===== src/sv/rplz_pkg.sv =====
`default_nettype none
package rplz_pkg;

  localparam int unsigned HISTORY_DEPTH = 131072;
  localparam int unsigned HIST_AW       = $clog2(HISTORY_DEPTH);
  localparam int unsigned CHUNK_BYTES   = 32;
  localparam int unsigned CNT_W         = $clog2(CHUNK_BYTES) + 1;

  // Opcode range limits
  localparam logic [7:0] OP2_MAX  = 8'h7F;
  localparam logic [7:0] OP3_MAX  = 8'hBF;
  localparam logic [7:0] OP4_MAX  = 8'hDF;
  localparam logic [7:0] OPLR_MAX = 8'hFB;

  // Result status codes
  localparam logic [1:0] STAT_OK    = 2'd0;
  localparam logic [1:0] STAT_DIST  = 2'd1;
  localparam logic [1:0] STAT_TRUNC = 2'd2;

  typedef enum logic [2:0] {
    PH_HDR0 = 3'd0,
    PH_HDR1 = 3'd1,
    PH_HDR2 = 3'd2,
    PH_OP   = 3'd3,
    PH_B1   = 3'd4,
    PH_B2   = 3'd5,
    PH_B3   = 3'd6,
    PH_LIT  = 3'd7
  } phase_t;

  typedef enum logic [2:0] {
    ST_IDLE,
    ST_CHK,
    ST_RD,
    ST_WR,
    ST_FLUSH,
    ST_FIN
  } state_t;

  // Parser state
  typedef struct packed {
    phase_t              phase;
    logic [23:0]         cmd;
    logic [6:0]          lit;
    logic [10:0]         len;
    logic [HIST_AW-1:0]  cdist;
  } parse_st_t;

  // Parser result for one stream word
  typedef struct packed {
    parse_st_t st;
    logic      put;
    logic      run;
  } parse_res_t;

endpackage
`default_nettype wire


===== src/sv/rplz_parse.sv =====
`default_nettype none
module rplz_parse
  import rplz_pkg::*;
(
  input  wire parse_st_t  cur,
  input  wire logic [7:0] in_byte,
  output parse_res_t      res
);

  logic [7:0] b0, b1, b2, b3;
  logic [23:0] cmd;
  logic        fin;

  always_comb begin
    res     = '0;
    res.st  = cur;
    cmd     = cur.cmd;
    fin     = 1'b0;
    b3      = 8'd0;
    unique case (cur.phase)
      PH_HDR0: res.st.phase = PH_HDR1;
      PH_HDR1: res.st.phase = PH_HDR2;
      PH_HDR2: res.st.phase = PH_OP;
      PH_OP: begin
        cmd = {16'd0, in_byte};
        if (in_byte > OP4_MAX) fin = 1'b1;
        else res.st.phase = PH_B1;
      end
      PH_B1: begin
        cmd[15:8] = in_byte;
        if (cmd[7:0] <= OP2_MAX) fin = 1'b1;
        else res.st.phase = PH_B2;
      end
      PH_B2: begin
        cmd[23:16] = in_byte;
        if (cmd[7:0] <= OP3_MAX) fin = 1'b1;
        else res.st.phase = PH_B3;
      end
      PH_B3: begin
        b3  = in_byte;
        fin = 1'b1;
      end
      PH_LIT: begin
        res.put = 1'b1;
        res.st.lit = cur.lit - 7'd1;
        if (res.st.lit == 7'd0) begin
          res.st.phase = PH_OP;
          res.run = 1'b1;
        end
      end
      default: res.st.phase = PH_HDR0;
    endcase
    res.st.cmd = cmd;
    b0 = cmd[7:0];
    b1 = cmd[15:8];
    b2 = cmd[23:16];

    // Decode a complete command
    if (fin) begin
      res.st.len   = 11'd0;
      res.st.cdist = '0;
      if (b0 <= OP2_MAX) begin
        res.st.lit   = {5'd0, b0[1:0]};
        res.st.len   = 11'({b0[4:2]}) + 11'd3;
        res.st.cdist = HIST_AW'({b0[6:5], b1});
      end else if (b0 <= OP3_MAX) begin
        res.st.lit   = {5'd0, b1[7:6]};
        res.st.len   = 11'({b0[5:0]}) + 11'd4;
        res.st.cdist = HIST_AW'({b1[5:0], b2});
      end else if (b0 <= OP4_MAX) begin
        res.st.lit   = {5'd0, b0[1:0]};
        res.st.len   = 11'({b0[3:2], b3}) + 11'd5;
        res.st.cdist = HIST_AW'({b0[4], b1, b2});
      end else if (b0 <= OPLR_MAX) begin
        res.st.lit  = {b0[4:0], 2'b00} + 7'd4;
      end else begin
        res.st.lit  = {5'd0, b0[1:0]};
      end
      if (res.st.lit != 7'd0) begin
        res.st.phase = PH_LIT;
      end else begin
        res.st.phase = PH_OP;
        res.run      = 1'b1;
      end
    end
  end

endmodule
`default_nettype wire


===== config.mk =====
export PLATFORM = sky130hd
export DESIGN_NAME = rplz_parse
export DESIGN_NICKNAME = d
export VERILOG_FILES = /design/src/sv/rplz_pkg.sv /design/src/sv/rplz_parse.sv
export SDC_FILE = /design/constraint.sdc
export NUM_CORES = 1
export LEC_CHECK = 0
export ABC_AREA = 1
export BUFFER_PORTS_ARGS = -buffer_cell sky130_fd_sc_hd__buf_4
export CORE_AREA = 2 2 73 75
export DETAILED_ROUTE_END_ITERATION = 7
export DIE_AREA = 0 0 75 77
export PLACE_DENSITY = 0.8
export SYNTH_ARGS = -nofsm -noshare
export SYNTH_HDL_FRONTEND = slang
export SYNTH_SLANG_ARGS = --single-unit

===== constraint.sdc =====
create_clock -name vclk -period 1.88
set_input_delay 0.188 -clock vclk [all_inputs]
set_output_delay 0.188 -clock vclk [all_outputs]
set_load 0.1 [all_outputs]

==> flow_summary_export.csv, run 1 <==
group,metric,value,unit
die,die_x,75,um
clock_network,cts_setup_buffers,17,
placed_design,hpwl,9220,um
placed_design,gp_congestion,0.994,
yosys,synth_cell_types,35,
yosys,ys_warn_count,0,
yosys,synth.avg_cell_area,5.43,um^2
yosys,synth_area_leaders,"nand2_1 18%, nand3_1 11%, inv_1 7.6%, o21ai_0 6.5%, nor2_1 5.4%",
yosys,synth_area,1940,um^2
yosys,seq_area_frac_synth,0,%
placed_design,io_buffers,134,
run_status,status,"aborted with a tool error",
die,initial_utilization,38.9,%
clock_network,cts_resized,196,
placed_design,placed_area,4470,um^2
yosys,syn_nets,434,
yosys,syn-instance-count,357,
run_status,haltStage,"clock tree synthesis",
die,fp-row-count,26,
die,dieHeight,77,um
yosys,yosys.area.top_type_share,17.6,%
clock_network,cts_hold_buf,0,
die,io_pins,134,
yosys,yosys.area.top_type,"nand2_1",
run_status,error,"[ERROR DPL-0038] Utilization greater than 100%, impossible to legalize",
per-stage QoR:
| step | cells | setup TNS, ps | setup slack, ps | hold WS (ps) |
|---|---|---|---|---|
| 3_5_place_dp | 647 | -9270 | -453 | 837 |
| 3_3_place_gp | 647 | -7320 | -379 | 835 |
| 2_1_floorplan | 357 | -18130 | -927 | 628 |
Yosys cell counts, drive strengths merged:
master / number
nor2: 36
a21oi: 12
xor2: 7
nand4: 13
xnor2: 2
nor3: 1
a31oi: 11
inv: 44
nand3: 49
o2111ai: 2
o211ai: 1
a22o: 7
ha: 7
o21ai: 42
clkbuf: 2
nand2: 102
o221ai: 1
o22ai: 1
buf: 15
a211oi: 1
a311o: 1
logic make-up after synthesis:
logic type / Yosys count / synth area share [%]
XOR/XNOR: 9 / 4.07
AO/OA/AOI/OAI: 79 / 24.0
adder cells (fa/ha/maj): 7 / 4.52
AND/OR/NAND/NOR: 201 / 52.0
buffers and inverters: 61 / 15.4
==> run 2, diff against run 1 <==
- PLACE_DENSITY: 0.8 -> unset
- PLACE_DENSITY_LB_ADDON: unset -> 0.15
- clock period: 1.88 -> 2.4 ns (I/O delays scaled with it)
==> run 2 against run 1 <==
The run now ends clean. Synthesized cell count unchanged. Area after synthesis did not move.
==> flow_summary_export.csv, run 2 <==
group,metric,value,unit
cells_and_area,design_area,3920,um^2
die,fp-row-count,26,
cells_and_area,seq_cell_count,0,
routing,vias,3081,
placed_design,gp_congestion,0.938,
sta,period_share,94.5,%
power,p_per_area,433,nW/um^2
yosys,synth_area,1940,um^2
sta,hold_violations,0,
grt,grt.overflow.total,0,
yosys,synth.avg_cell_area,5.43,um^2
worst_setup_path,critical_path_class,"primary input to primary output",
die,core,4980,um^2
grt,grt_pass1_vias,2876,
power,ir_drop,0.000296,V
yosys,post-synth-top-count-cell,"nand2_1",
yosys,seq_area_frac_synth,0,%
yosys,synthTopCellsByCount,"91 x nand2_1, 44 x nand3_1, 39 x inv_1, 28 x nor2_1, 25 x o21ai_0",
cells_and_area,syn_to_final_growth,103,%
yosys,syn_nets,434,
routing,drtAntennaViolNets,0,
yosys,synth_cell_types,35,
grt,grt_pass1_wl,13500,um
cells_and_area,nets,605,
sta,tightest_slew,457,ps
cells_and_area,fin_cells,596,
worst_setup_path,cp_data_arrival_time,2030,ps
placed_design,io_buffers,134,
die,die_x,75,um
worst_setup_path,startpoint_type,"primary input",
yosys,synth_top_family_by_area,"simple AND/OR/NAND/NOR gates",
grt,grt_max_degree,19,
cells_and_area,num_antenna_cells,0,
yosys,synth_mux_area_share,0,%
die,initial_utilization,38.9,%
worst_setup_path,end_kind,"primary output",
placed_design,placed_area,3830,um^2
run_status,status,"complete, no violations",
cells_and_area,final_cell_mix,"179 x buf_4, 81 x nand2_1, 39 x nand3_1",
grt,antenna_found_initial,0,
yosys,synth-compound-area-share,24.0,%
routing,initialDrtViolationCount,125,
routing,first_pass_iters,4,
sta,whs,881,ps
die,die_area,5780,um^2
yosys,ys_warn_count,0,
die,dieHeight,77,um
sta,maxSlewViolCount,0,
cells_and_area,final.clkbuf_count,0,
clock_network,cts_hold_buf,0,
routing,wire_per_inst,14.4,um
die,io_pins,134,
routing,routed_via_density,5.17,
power,p_total,1700,uW
worst_setup_path,required,2160,ps
placed_design,place_inst,594,
yosys,synth_xor_area_share,4.07,%
sta,max-slew-margin-rel,69.2,%
cells_and_area,seqCellArea,0,um^2
grt,grt_util_all_layers,28.9,%
sta,clock.fmax,0.441,GHz
placed_design,hpwl,7360,um
routing,wirelength,8610,um
yosys,synthAdderAreaFrac,4.52,%
yosys,yosys.area_share.simple,52.0,%
worst_setup_path,path_max_fanout,5,
yosys,yosys.area.top_type_share,17.6,%
cells_and_area,fillers,390,
routing,drc_errors,0,
sta,fin_crit,2270,ps
yosys,synth_area_leaders,"nand2_1 18%, nand3_1 11%, inv_1 7.6%, o21ai_0 6.5%, nor2_1 5.4%",
cells_and_area,drive_gt1_share,54.6,%
power,leakagePower,0.00192,uW
flow_run,drv_cap,0,
yosys,yosys.area.top_type,"nand2_1",
cells_and_area,final_common_cell,"buf_4",
sta,finalSetupViolCount,0,
worst_hold_path,hold_class,"primary input to primary output",
yosys,syn-instance-count,357,
==> run 2: cell counts after synthesis <==
Identical to the previous run, type by type.
==> run 2: worst max-delay path: stages <==
cell	delay, ps
buf_6	110
buf_4	120
nand2_2	80
nor2_8	90
inv_1	70
nor2_2	130
ha_2	190
inv_1	40
nand2_1	90
nand2_2	80
nor2_4	150
inv_2	50
o21ai_1	110
nand2_1	60
nand2_1	70
nand2_2	80
nand2_8	90
buf_12	160
==> run 2: what timing repair did <==
action                                 in CTS  in global routing
setup endpoints to repair                   2                 14
resized for setup                           2                 19
cloned                                      0                  0
buffers inserted                            0                  2
pin swaps                                   0                  4
endpoints found under the hold margin       0                  0
==> run 2: layer usage <==
layer  part of all wire (%)  track usage, %  up-vias  wire, um
met5                      0               0        -         0
met3                    5.7            2.10        8       489
met1                     41            35.4     1414      3540
li1                       -               -     1554         -
met2                     52            53.8      105      4500
met4                   0.91            4.82        0        78
==> run 2: per-stage QoR <==
stage / util [%] / setup slack [ps] / setup TNS (ps)
final: 78.8 / 131 / 0
after global routing: 78.8 / -7.87 / -7.87
after CTS: 77.1 / 13.9 / 0
after detailed placement: 76.9 / -39.1 / -71.5
after global placement: 76.9 / 27.2 / 0
after floorplan: - / -554 / -9230
==> run 2: cells by family after synthesis <==
family	Yosys count
adder cells (fa/ha/maj)	7
buffers and inverters	61
XOR/XNOR	9
AND/OR/NAND/NOR	201
AO/OA/AOI/OAI	79
==> run 2: layout make-up <==
type                       count  area [um^2]  area share, %
timing repair buffer         186         1440           36.7
inverter                      44          174           4.43
tap                           70         87.6           2.23
multi-input combinational    296         2220           56.6
==> run 2: power by group <==
part / total [uW] / internal (uW) / switching (uW)
combinational: 1700 / 460 / 1240
sequential: 0 / 0 / 0
clock: 0 / 0 / 0
total: 1700 / 460 / 1240
==> run 2: final timing paths <==
kind  startpoint      end  slack, ps  cells past startpoint
min      cur[25]  res[27]        880                      4
max      cur[61]  res[25]        130                     18
No activity file was read; power rests on OpenSTA's default activity.
